`src/sv/sli_pkg.sv`:
```
// Package with the shared types and codes of the sorted list core.
`default_nettype none

package sli_pkg;

  // Result status codes.
  typedef enum logic [1:0] {
    ST_INSERTED  = 2'd0,
    ST_REMOVED   = 2'd1,
    ST_NOT_FOUND = 2'd2,
    ST_FULL      = 2'd3
  } status_t;

  // Operation kinds.
  typedef enum logic {
    OP_INSERT = 1'b0,
    OP_REMOVE = 1'b1
  } kind_t;

  // Read address selection for the entry memory.
  typedef enum logic [2:0] {
    RD_IDX_M1 = 3'd0,
    RD_IDX    = 3'd1,
    RD_IDX_P1 = 3'd2,
    RD_FIRST  = 3'd3,
    RD_LAST   = 3'd4
  } rd_sel_t;

  // Write data selection for the entry memory.
  typedef enum logic {
    WR_RDATA = 1'b0,
    WR_VALUE = 1'b1
  } wr_sel_t;

  // Commands from the controller to the datapath.
  typedef struct packed {
    logic    load;
    logic    rd_en;
    rd_sel_t rd_sel;
    logic    wr_en;
    wr_sel_t wr_sel;
    logic    idx_inc;
    logic    idx_dec;
    logic    occ_inc;
    logic    occ_dec;
    logic    set_status;
    status_t status_code;
    logic    cap_small;
    logic    cap_large;
    logic    clear_ends;
  } cmd_t;

  // Status from the datapath to the controller.
  typedef struct packed {
    logic full;
    logic occ_zero;
    logic idx_zero;
    logic idx_at_occ;
    logic next_at_occ;
    logic rd_below;
    logic rd_equal;
  } stat_t;

endpackage

`default_nettype wire

```
`src/sv/sorted_list_insert_remove_core.sv`:
```
// Top level of the sorted list core: a bounded ascending table of signed values.
//
// Usage: present kind and value with start high while busy is low; the
// transaction is accepted at that clock edge and busy rises in the next cycle.
// kind 0 inserts value after all smaller entries, kind 1 removes one entry
// equal to value. Each transaction gives one result, shown for exactly one
// cycle with done high: status, count, empty_res, smallest and largest.
// The receiver cannot stall; the result must be taken in the cycle done is high.
// start is taken again in the cycle after done. The entry memory moves one entry
// at a time (registered read and compare, then write).
// After reset the table is empty and the core is idle; no clearing pass runs.
`default_nettype none

module sorted_list_insert_remove_core import sli_pkg::*; #(
  parameter int CAPACITY = 16
) (
  input  wire logic               clk,
  input  wire logic               rst,
  input  wire logic               start,
  input  wire logic               kind,
  input  wire logic signed [31:0] value,
  output logic                    busy,
  output logic                    done,
  output logic             [1:0]  status,
  output logic             [4:0]  count,
  output logic                    empty_res,
  output logic signed      [31:0] smallest,
  output logic signed      [31:0] largest
);

  cmd_t  cmd;
  stat_t stat;

  // Operation sequencer.
  sli_ctrl u_ctrl (
    .clk   (clk),
    .rst   (rst),
    .start (start),
    .kind  (kind),
    .stat  (stat),
    .cmd   (cmd),
    .busy  (busy),
    .done  (done)
  );

  // Table storage and result registers.
  sli_dpath #(
    .CAPACITY (CAPACITY)
  ) u_dpath (
    .clk       (clk),
    .rst       (rst),
    .kind      (kind),
    .value     (value),
    .cmd       (cmd),
    .stat      (stat),
    .status    (status),
    .count     (count),
    .empty_res (empty_res),
    .smallest  (smallest),
    .largest   (largest)
  );

endmodule

`default_nettype wire

```
`src/sv/sli_dpath.sv`:
```
// Datapath of the sorted list core: entry memory, index, occupancy and results.
`default_nettype none

module sli_dpath import sli_pkg::*; #(
  parameter int CAPACITY = 16
) (
  input  wire logic               clk,
  input  wire logic               rst,
  input  wire logic               kind,
  input  wire logic signed [31:0] value,
  input  wire cmd_t               cmd,
  output stat_t                   stat,
  output logic             [1:0]  status,
  output logic             [4:0]  count,
  output logic                    empty_res,
  output logic signed      [31:0] smallest,
  output logic signed      [31:0] largest
);

  localparam int AW = (CAPACITY > 1) ? $clog2(CAPACITY) : 1;
  localparam int CW = $clog2(CAPACITY + 1);

  logic        [31:0]   mem [CAPACITY];
  logic        [31:0]   rdata;
  logic signed [31:0]   value_q;
  logic        [CW-1:0] idx;
  logic        [CW-1:0] occ;
  logic        [CW-1:0] raddr;
  logic        [31:0]   wdata;
  logic        [1:0]    status_q;

  // Read address selection.
  always_comb begin
    case (cmd.rd_sel)
      RD_IDX_M1: raddr = idx - CW'(1);
      RD_IDX:    raddr = idx;
      RD_IDX_P1: raddr = idx + CW'(1);
      RD_FIRST:  raddr = '0;
      RD_LAST:   raddr = occ - CW'(1);
      default:   raddr = idx;
    endcase
  end

  assign wdata = (cmd.wr_sel == WR_VALUE) ? value_q : rdata;

  // Entry memory: one write at the index and one registered read at raddr per cycle.
  always_ff @(posedge clk) begin
    if (cmd.wr_en) begin
      mem[idx[AW-1:0]] <= wdata;
    end
    if (cmd.rd_en) begin
      rdata <= mem[raddr[AW-1:0]];
    end
  end

  // Operand capture and walk index.
  always_ff @(posedge clk) begin
    if (cmd.load) begin
      value_q <= value;
      idx     <= (kind == OP_REMOVE) ? '0 : occ;
    end else if (cmd.idx_inc) begin
      idx <= idx + CW'(1);
    end else if (cmd.idx_dec) begin
      idx <= idx - CW'(1);
    end
  end

  // Occupancy count.
  always_ff @(posedge clk) begin
    if (rst) begin
      occ <= '0;
    end else if (cmd.occ_inc) begin
      occ <= occ + CW'(1);
    end else if (cmd.occ_dec) begin
      occ <= occ - CW'(1);
    end
  end

  // Result registers.
  always_ff @(posedge clk) begin
    if (cmd.set_status) begin
      status_q <= cmd.status_code;
    end
    if (cmd.clear_ends) begin
      smallest <= '0;
      largest  <= '0;
    end else begin
      if (cmd.cap_small) begin
        smallest <= rdata;
      end
      if (cmd.cap_large) begin
        largest <= rdata;
      end
    end
  end

  // Status back to the controller.
  always_comb begin
    stat.full        = (occ == CW'(CAPACITY));
    stat.occ_zero    = (occ == '0);
    stat.idx_zero    = (idx == '0);
    stat.idx_at_occ  = (idx == occ);
    stat.next_at_occ = ((idx + CW'(1)) == occ);
    stat.rd_below    = ($signed(rdata) < value_q);
    stat.rd_equal    = (rdata == value_q);
  end

  assign status    = status_q;
  assign count     = 5'(occ);
  assign empty_res = (occ == '0);

endmodule

`default_nettype wire

```
`src/sv/sli_ctrl.sv`:
```
// Controller of the sorted list core: sequences the memory walks of each operation.
`default_nettype none

module sli_ctrl import sli_pkg::*; (
  input  wire logic  clk,
  input  wire logic  rst,
  input  wire logic  start,
  input  wire logic  kind,
  input  wire stat_t stat,
  output cmd_t       cmd,
  output logic       busy,
  output logic       done
);

  typedef enum logic [10:0] {
    S_IDLE    = 11'b00000000001,
    S_INS_RD  = 11'b00000000010,
    S_INS_CMP = 11'b00000000100,
    S_REM_RD  = 11'b00000001000,
    S_REM_CMP = 11'b00000010000,
    S_SHF_RD  = 11'b00000100000,
    S_SHF_WR  = 11'b00001000000,
    S_SUM0    = 11'b00010000000,
    S_SUM1    = 11'b00100000000,
    S_SUM2    = 11'b01000000000,
    S_FIRE    = 11'b10000000000
  } state_t;

  state_t state;
  state_t state_next;

  always_ff @(posedge clk) begin
    if (rst) begin
      state <= S_IDLE;
    end else begin
      state <= state_next;
    end
  end

  // Next state and command decode.
  always_comb begin
    state_next      = state;
    cmd             = '0;
    cmd.rd_sel      = RD_IDX;
    cmd.wr_sel      = WR_RDATA;
    cmd.status_code = ST_INSERTED;
    unique case (state)
      S_IDLE: begin
        if (start) begin
          cmd.load = 1'b1;
          if (kind == OP_REMOVE) begin
            state_next = S_REM_RD;
          end else if (stat.full) begin
            cmd.set_status  = 1'b1;
            cmd.status_code = ST_FULL;
            state_next      = S_SUM0;
          end else begin
            state_next = S_INS_RD;
          end
        end
      end
      // Walk down from the tail, moving every entry not below the value up one slot.
      S_INS_RD: begin
        if (stat.idx_zero) begin
          cmd.wr_en      = 1'b1;
          cmd.wr_sel     = WR_VALUE;
          cmd.occ_inc    = 1'b1;
          cmd.set_status = 1'b1;
          state_next     = S_SUM0;
        end else begin
          cmd.rd_en  = 1'b1;
          cmd.rd_sel = RD_IDX_M1;
          state_next = S_INS_CMP;
        end
      end
      S_INS_CMP: begin
        cmd.wr_en = 1'b1;
        if (!stat.rd_below) begin
          cmd.idx_dec = 1'b1;
          state_next  = S_INS_RD;
        end else begin
          cmd.wr_sel     = WR_VALUE;
          cmd.occ_inc    = 1'b1;
          cmd.set_status = 1'b1;
          state_next     = S_SUM0;
        end
      end
      // Walk up from the head to the first entry not below the value.
      S_REM_RD: begin
        if (stat.idx_at_occ) begin
          cmd.set_status  = 1'b1;
          cmd.status_code = ST_NOT_FOUND;
          state_next      = S_SUM0;
        end else begin
          cmd.rd_en  = 1'b1;
          state_next = S_REM_CMP;
        end
      end
      S_REM_CMP: begin
        if (stat.rd_below) begin
          cmd.idx_inc = 1'b1;
          state_next  = S_REM_RD;
        end else if (stat.rd_equal) begin
          state_next = S_SHF_RD;
        end else begin
          cmd.set_status  = 1'b1;
          cmd.status_code = ST_NOT_FOUND;
          state_next      = S_SUM0;
        end
      end
      // Close the gap by moving the later entries down one slot.
      S_SHF_RD: begin
        if (stat.next_at_occ) begin
          cmd.occ_dec     = 1'b1;
          cmd.set_status  = 1'b1;
          cmd.status_code = ST_REMOVED;
          state_next      = S_SUM0;
        end else begin
          cmd.rd_en  = 1'b1;
          cmd.rd_sel = RD_IDX_P1;
          state_next = S_SHF_WR;
        end
      end
      S_SHF_WR: begin
        cmd.wr_en   = 1'b1;
        cmd.idx_inc = 1'b1;
        state_next  = S_SHF_RD;
      end
      // Fetch the first and last entries for the result, or clear both when the table is empty.
      S_SUM0: begin
        if (stat.occ_zero) begin
          cmd.clear_ends = 1'b1;
          state_next     = S_FIRE;
        end else begin
          cmd.rd_en  = 1'b1;
          cmd.rd_sel = RD_FIRST;
          state_next = S_SUM1;
        end
      end
      S_SUM1: begin
        cmd.cap_small = 1'b1;
        cmd.rd_en     = 1'b1;
        cmd.rd_sel    = RD_LAST;
        state_next    = S_SUM2;
      end
      S_SUM2: begin
        cmd.cap_large = 1'b1;
        state_next    = S_FIRE;
      end
      S_FIRE: begin
        state_next = S_IDLE;
      end
      default: begin
        state_next = S_IDLE;
      end
    endcase
  end

  assign busy = (state != S_IDLE);
  assign done = (state == S_FIRE);

endmodule

`default_nettype wire

```
`config.mk`:
```
export PLATFORM = sky130hd
export DESIGN_NAME = sorted_list_insert_remove_core
export DESIGN_NICKNAME = d
export VERILOG_FILES = /design/src/sv/sli_pkg.sv /design/src/sv/sorted_list_insert_remove_core.sv /design/src/sv/sli_dpath.sv /design/src/sv/sli_ctrl.sv
export SDC_FILE = /design/constraint.sdc
export NUM_CORES = 1
export LEC_CHECK = 0
export BUFFER_PORTS_ARGS = -buffer_cell sky130_fd_sc_hd__buf_2
export CORE_AREA = 2 2 264 240
export CTS_CLUSTER_SIZE = 24
export DETAILED_ROUTE_END_ITERATION = 12
export DIE_AREA = 0 0 266 242
export PLACE_DENSITY_LB_ADDON = 0.2
export RECOVER_POWER = 50
export SETUP_SLACK_MARGIN = 0.1
export SYNTH_ARGS = -nofsm -noshare
export SYNTH_HDL_FRONTEND = slang
export SYNTH_SLANG_ARGS = --single-unit
```
`constraint.sdc`:
```
create_clock -name clk -period 4.1 [get_ports clk]
set_input_delay 1.23 -clock clk [delete_from_list [all_inputs] [get_ports clk]]
set_output_delay 1.23 -clock clk [all_outputs]
set_load 0.03 [all_outputs]
```
==> results.md, run 1 <==
- Final setup viols: 0
- Setup TNS: 0 ps
- Async S/R FF share, synth: 0%
- Hold Path Sink: u_dpath.largest[4]
- Relative slew slack: 9.69%
- DR pass1 iterations: 5
- Global route total overflow: 0
- Slew @ Worst Pin: 1350 ps
- Post-CTS Resized: 0
- Critical Path AT: 2600 ps
- Setup repair bufs after CTS: 0
- Final antenna-violating net count: 0
- Area Growth Syn to Fin: 14.9%
- Reg-to-reg slack, setup: 280 ps
- Hold Path Depth: 2
- Wire per inst: 23.7 um
- Yosys warns: 0
- Initial antenna violation count: 0
- Commonest non-fill, non-tap cell in the layout: nand2_1
- Tcrit/Tclk final: 93.3%
- Via Count: 18.7k
- Share of layout cells above drive strength 1: 11.7%
- R2r endpoint: u_dpath.rdata[8]
- Vias in the first global route: 17.6k
- Post-synth top area share: 63.7%
- Remaining DRCs: 0
- Count of hold-fix buffers inserted at cts: 0
- Hold/Removal Path Class: reg2reg
- Min-delay src: u_dpath.largest[4]
- RSZ-0062 raised after global routing: no
- Seq/Total Area, Yosys: 69.6%
- Post-route minimum period: 3830 ps
- TritonCTS clock tree: done
- Worst-path fanout max: 8
- Worst r2r path cells: 11
- Pwr/cell area: 589 nW/um2
- Crit end category: output pin
- Synth cell types: 70
- # rows: 87
- Outcome: finished clean
- Critical Path RT: 2870 ps
- Crit Path Class: reg2out
- Dpl hpwl: 44.0 mm
- Global-route wire length before repair: 114 mm
- Die height: 242 um
- H-tree levels: 3
- Cell Area, Synth: 27500 um2
- Fill count: 5384
- Fin nets: 2479
- RD Place Congestion: 0.849
- Final count of hold timing violations: 0
- Leak Pwr: 11.2 nW
- Worst hold margin: 453 ps
- Top area cells in the synthesized netlist: edfxtp_1, nand2_1, dfxtp_1
- FMAX: 261 MHz
- Sink Count: 663
- GRT Total Usage: 23.8%
- Skew final: 24.3 ps
- MaxCap Viol Count: 0
- Clk Latency, worst-skew pair: 610 ps
- Chip Width: 266 um
- DIE AREA: 64400 um2
- Crit path launch type: flip-flop
- Mean number of vias per cell: 5.75
- Root buffer cell: clkbuf_16
- Clock Tree Buf Depth: 3
- Post-synth top area cell: edfxtp_1
- Initial drt markers: 1984
- Initial core utilization: 44.4%
- Synthesized area per cell: 12.1 um2
- Post-synth EDFFs: 583
- Total CTS buffers: 71
- #FFs+latches synth: 663
- Commonest non-fill, non-tap cells in the layout: nand2_1, edfxtp_1, nand3_1
- WL final: 77.3 mm
- Clock Pin Slew Worst Setup and Hold Paths: 60 ps
- Post-synth top flop: edfxtp_1
- Slew Viols, Final: 0
- Largest net degree at the start of global routing: 66
- Reg2reg start: u_dpath.idx[0]
- Synth Instances: 2265
- # IOs: 110
- # diodes: 0
- CORE AREA: 61800 um2
- Peak VDD IR: 0.000280 V
- I/O Buffers: 109
- Mapped Nets: 2340
through the flow:
step / instances / worst slack [ps] / util (%) / power [mW] / instance area [um2]
after CTS: 3262 / 217 / 51.5 / 18.7 / 31800
after floorplan: 2265 / 405 / - / 10.8 / 27500
after global placement: 3132 / 244 / 47.8 / 12.4 / 29500
after detailed placement: 3132 / 233 / 47.8 / 12.4 / 29500
final: 3262 / 274 / 51.0 / 18.6 / 31600
after global routing: 3262 / 104 / 51.0 / 19.4 / 31600
critical path, stage by stage, from the launching register on:
cell and delay (ps):
dfxtp_1 390, or4_1 560, nor3_1 420, nand3_1 340
buf_2 280
flip-flops by register name, indices dropped and copies added, names as in the netlist:
signal and flops:
u_dpath.largest 32, u_dpath.mem 512, u_ctrl.state 11, u_dpath.idx 5, u_dpath.value_q 32, u_dpath.status 2, u_dpath.rdata 32, u_dpath.smallest 32
u_dpath.count 5
worst max path at each step:
stage / startpoint / endpoint / slack, ps / cells after the start
floorplan: u_ctrl.state[4] / u_dpath.idx[0] / 410 / 7
detailed placement: u_dpath.idx[0] / u_dpath.rdata[20] / 230 / 11
global route: u_ctrl.state[4] / u_dpath.mem[8][19] / 100 / 7
CTS: u_dpath.idx[1] / u_dpath.rdata[20] / 220 / 11
finish: u_ctrl.state[4] / busy / 270 / 4
global placement: u_dpath.idx[1] / u_dpath.rdata[1] / 240 / 11
routing by layer:
layer | share of wire (%) | global-route usage, % | up-vias
li1 | - | - | 8482
met1 | 44 | 34.0 | 9324
met2 | 46 | 37.3 | 804
met3 | 8.1 | 4.27 | 131
met4 | 2.4 | 6.77 | 0
met5 | 0 | 0 | -
synth_stat cells, types with 5 or more instances:
master and n:
nand2_1 676, mux2_2 33, buf_4 5, edfxtp_1 583, a311o_1 62, nor3_1 13, or4_1 5, nor2b_1 8
xnor2_1 8, nor4_1 6, o21ai_0 13, and3_1 68, nor2_1 55, a21oi_1 85, a21o_1 9, nand4_1 45
dfxtp_1 80, buf_1 10, or3_1 7, buf_6 8, nand3_1 205, o211ai_1 5, ha_1 39, clkbuf_1 49
buf_2 62, nand2b_1 12, inv_1 44
logic make-up after synthesis:
family          after synthesis  synth area share, %
simple gates               1124                 18.3
flops                       663                 69.6
compound gates              213                 5.57
buf+inv                     180                 3.03
fa+ha+maj                    39                 1.78
mux                          34                 1.39
xor+xnor                     12                0.383
layout make-up:
class | count | area, um2 | area share, %
clock inverter | 35 | 280 | 0.888
inverter | 45 | 169 | 0.535
timing repair buffer | 201 | 1310 | 4.15
tap | 801 | 1000 | 3.18
multi-input combinational | 1422 | 7690 | 24.4
clock buffer | 95 | 2000 | 6.35
sequential | 663 | 19100 | 60.5
where the power goes:
group          total, mW  leakage [nW]  internal, mW  switching (mW)
combinational       4.45          4.19          1.48            2.97
sequential          7.88          5.91          7.71           0.179
clock               6.26          1.12          3.69            2.57
total               18.6          11.2          12.9            5.72
Power figures use the tool's default switching activity.
==> run 2, diff against run 1 <==
--- a/config.mk
+++ b/config.mk
@@ -5,11 +5,11 @@
 export SDC_FILE = /design/constraint.sdc
 export NUM_CORES = 1
 export LEC_CHECK = 0
-export BUFFER_PORTS_ARGS = -buffer_cell sky130_fd_sc_hd__buf_2
 export CORE_AREA = 2 2 264 240
 export CTS_CLUSTER_SIZE = 24
 export DETAILED_ROUTE_END_ITERATION = 12
 export DIE_AREA = 0 0 266 242
+export DONT_BUFFER_PORTS = 1
 export PLACE_DENSITY_LB_ADDON = 0.2
 export RECOVER_POWER = 50
 export SETUP_SLACK_MARGIN = 0.1
==> results.md, run 2 (same netlist as run 1, synthesis figures left out) <==
- Setup repair bufs after CTS: 0 (unchanged)
- Wire per inst: 24.7 um (+4.1%)
- GRT Total Usage: 23.9% (+0.16 points)
- Slowest Stage Delay on Critical Path: 1100 ps (+540 ps)
- Remaining DRCs: 0 (unchanged)
- Final count of hold timing violations: 0 (unchanged)
- Via Count: 18.4k (-1.8%)
- Pre-CTS setup slack: -244 ps (-477 ps)
- Sequential share of power: 42.8% (+0.4 points)
- Global-route wire length before repair: 114 mm (+0.76%)
- Initial core utilization: 44.4% (unchanged)
- Pwr/cell area: 593 nW/um2 (+0.71%)
- Sink Count: 663 (unchanged)
- Fill count: 5308 (-1.4%)
- Critical Path RT: 4320 ps (+1450 ps)
- Slew @ Worst Pin: 1360 ps (+2.18 ps)
- Vias in the first global route: 17.4k (-1.5%)
- Total CTS buffers: 71 (unchanged)
- Clock Pin Slew Worst Setup and Hold Paths: 60 ps (about the same)
- Relative slew slack: 9.21% (-0.48 points)
- Internal Power: 12.8 mW (-0.88%)
- Commonest non-fill, non-tap cells in the layout: nand2_1, edfxtp_1, nand3_1
- Hold/Removal Path Class: reg2reg
- Root buffer cell: clkbuf_16
- Crit Path Class: reg2reg
- Final setup viols: 0 (unchanged)
- Global route total overflow: 0 (unchanged)
- Leak Pwr: 11.0 nW (-2.1%)
- Fin nets: 2367 (-4.5%)
- Commonest non-fill, non-tap cell in the layout: nand2_1
- Peak VDD IR: 0.000327 V (+17%)
- Chip Width: 266 um (unchanged)
- Worst-path fanout max: 24 (+16)
- FMAX: 252 MHz (-3.5%)
- # IOs: 110 (unchanged)
- DIE AREA: 64400 um2 (unchanged)
- RSZ-0062 raised after global routing: no
- Crit path launch type: flip-flop
- Critical-path cell list: or4_1, nor3_1, nand3_1, clkbuf_1, nor2_1, clkbuf_4
- Psw: 5.70 mW (-0.44%)
- Clk Latency, worst-skew pair: 610 ps (about the same)
- H-tree levels: 3 (unchanged)
- DR pass1 iterations: 7 (+2)
- Setup ws final: 137 ps (-137 ps)
- Worst hold margin: 604 ps (+152 ps)
- # rows: 87 (unchanged)
- Combinational share of power: 23.8% (about the same)
- Die height: 242 um (unchanged)
- Largest register FFs: 512 (unchanged)
- Post-route minimum period: 3960 ps (+137 ps)
- Final antenna-violating net count: 0 (unchanged)
- I/O Buffers: 0 (-100%)
- RD Place Congestion: 0.874 (+2.9%)
- TritonCTS clock tree: done
- Largest net degree at the start of global routing: 68 (+3.0%)
- Dpl hpwl: 44.4 mm (+0.83%)
- Area Growth Syn to Fin: 13.3%
- Skew final: 26.3 ps (+2.07 ps)
- Clock Tree Buf Depth: 3 (unchanged)
- Slew Viols, Final: 0 (unchanged)
- Initial antenna violation count: 7 (+7)
- Initial drt markers: 2244 (+13%)
- Mean number of vias per cell: 5.85 (+1.8%)
- Outcome: finished clean
- Clock power frac: 33.5% (-0.2 points)
- Share of layout cells above drive strength 1: 10.6% (-1.1 points)
- Share of the core filled with cells: 50.3% (-0.74 points)
- Sw Share: 30.9% (+0.095 points)
- Crit end category: flip-flop
- MaxCap Viol Count: 0 (unchanged)
- Tcrit/Tclk final: 96.7% (+3.3 points)
- WL final: 77.6 mm (+0.40%)
- CORE AREA: 61800 um2 (unchanged)
- Slowest cell on crit path: nor2_1
- Critical Path AT: 4180 ps (+1580 ps)
[run 2: worst paths after layout]
path	cells past startpoint	from	end	slack, ps
min	2	u_dpath.largest[12]	u_dpath.largest[12]	600
min reg2reg	2	u_dpath.largest[12]	u_dpath.largest[12]	600
max reg2reg	6	u_ctrl.state[4]	u_dpath.value_q[23]	140
max	6	u_ctrl.state[4]	u_dpath.value_q[23]	140
[run 2: layout make-up]
class                   instances  area, um2  share of cell area [%]
inverters                      45        169                   0.543
well taps                     801       1000                    3.22
clock buffers                  82       1860                    5.98
repair buffers                 89        941                    3.02
clock inverters                43        357                    1.15
diodes                          2       5.00                  0.0161
flip-flops and latches        663      19100                    61.4
multi-input cells            1422       7660                    24.6
[run 2: stage by stage]
stage / setup TNS (ps) / total power [mW] / cells / area (um2)
6_report: 0 / 18.5 / 3147 / 31100
4_1_cts: 0 / 18.6 / 3145 / 31300
5_1_grt: 0 / 19.3 / 3146 / 31100
2_1_floorplan: 0 / 10.8 / 2265 / 27500
3_3_place_gp: -72990 / 12.4 / 3020 / 29100
3_5_place_dp: -82750 / 12.4 / 3020 / 29100
[run 2: power groups by stage]
stage | logic [mW] | registers, mW | clock network [mW]
global route | 4.84 | 7.91 | 6.53
CTS | 4.41 | 7.89 | 6.27
floorplan | 2.92 | 7.92 | 0
global placement | 4.34 | 8.03 | 0
detailed placement | 4.39 | 8.03 | 0
finish | 4.39 | 7.90 | 6.18
[run 2: critical path, delay by kind of cell, from the launching register on]
family                 cells  cell delay [ps]
and+or+nand+nor            4             2160
DFF                        1              390
buffers and inverters      2             1010
[run 2: metal layers]
layer	GRT usage, %	routed length (um)	vias to the layer above
li1	-	-	8260
met5	0	52	-
met3	4.78	6890	122
met1	34.4	33300	9218
met2	37.2	35800	800
met4	6.23	1570	8
[run 2: repair_timing]
| item | CTS | global route |
|---|---|---|
| hold buffers | 0 | 0 |
| resized for setup | 4 | 2 |
| endpoints found under the setup margin | 523 | 34 |
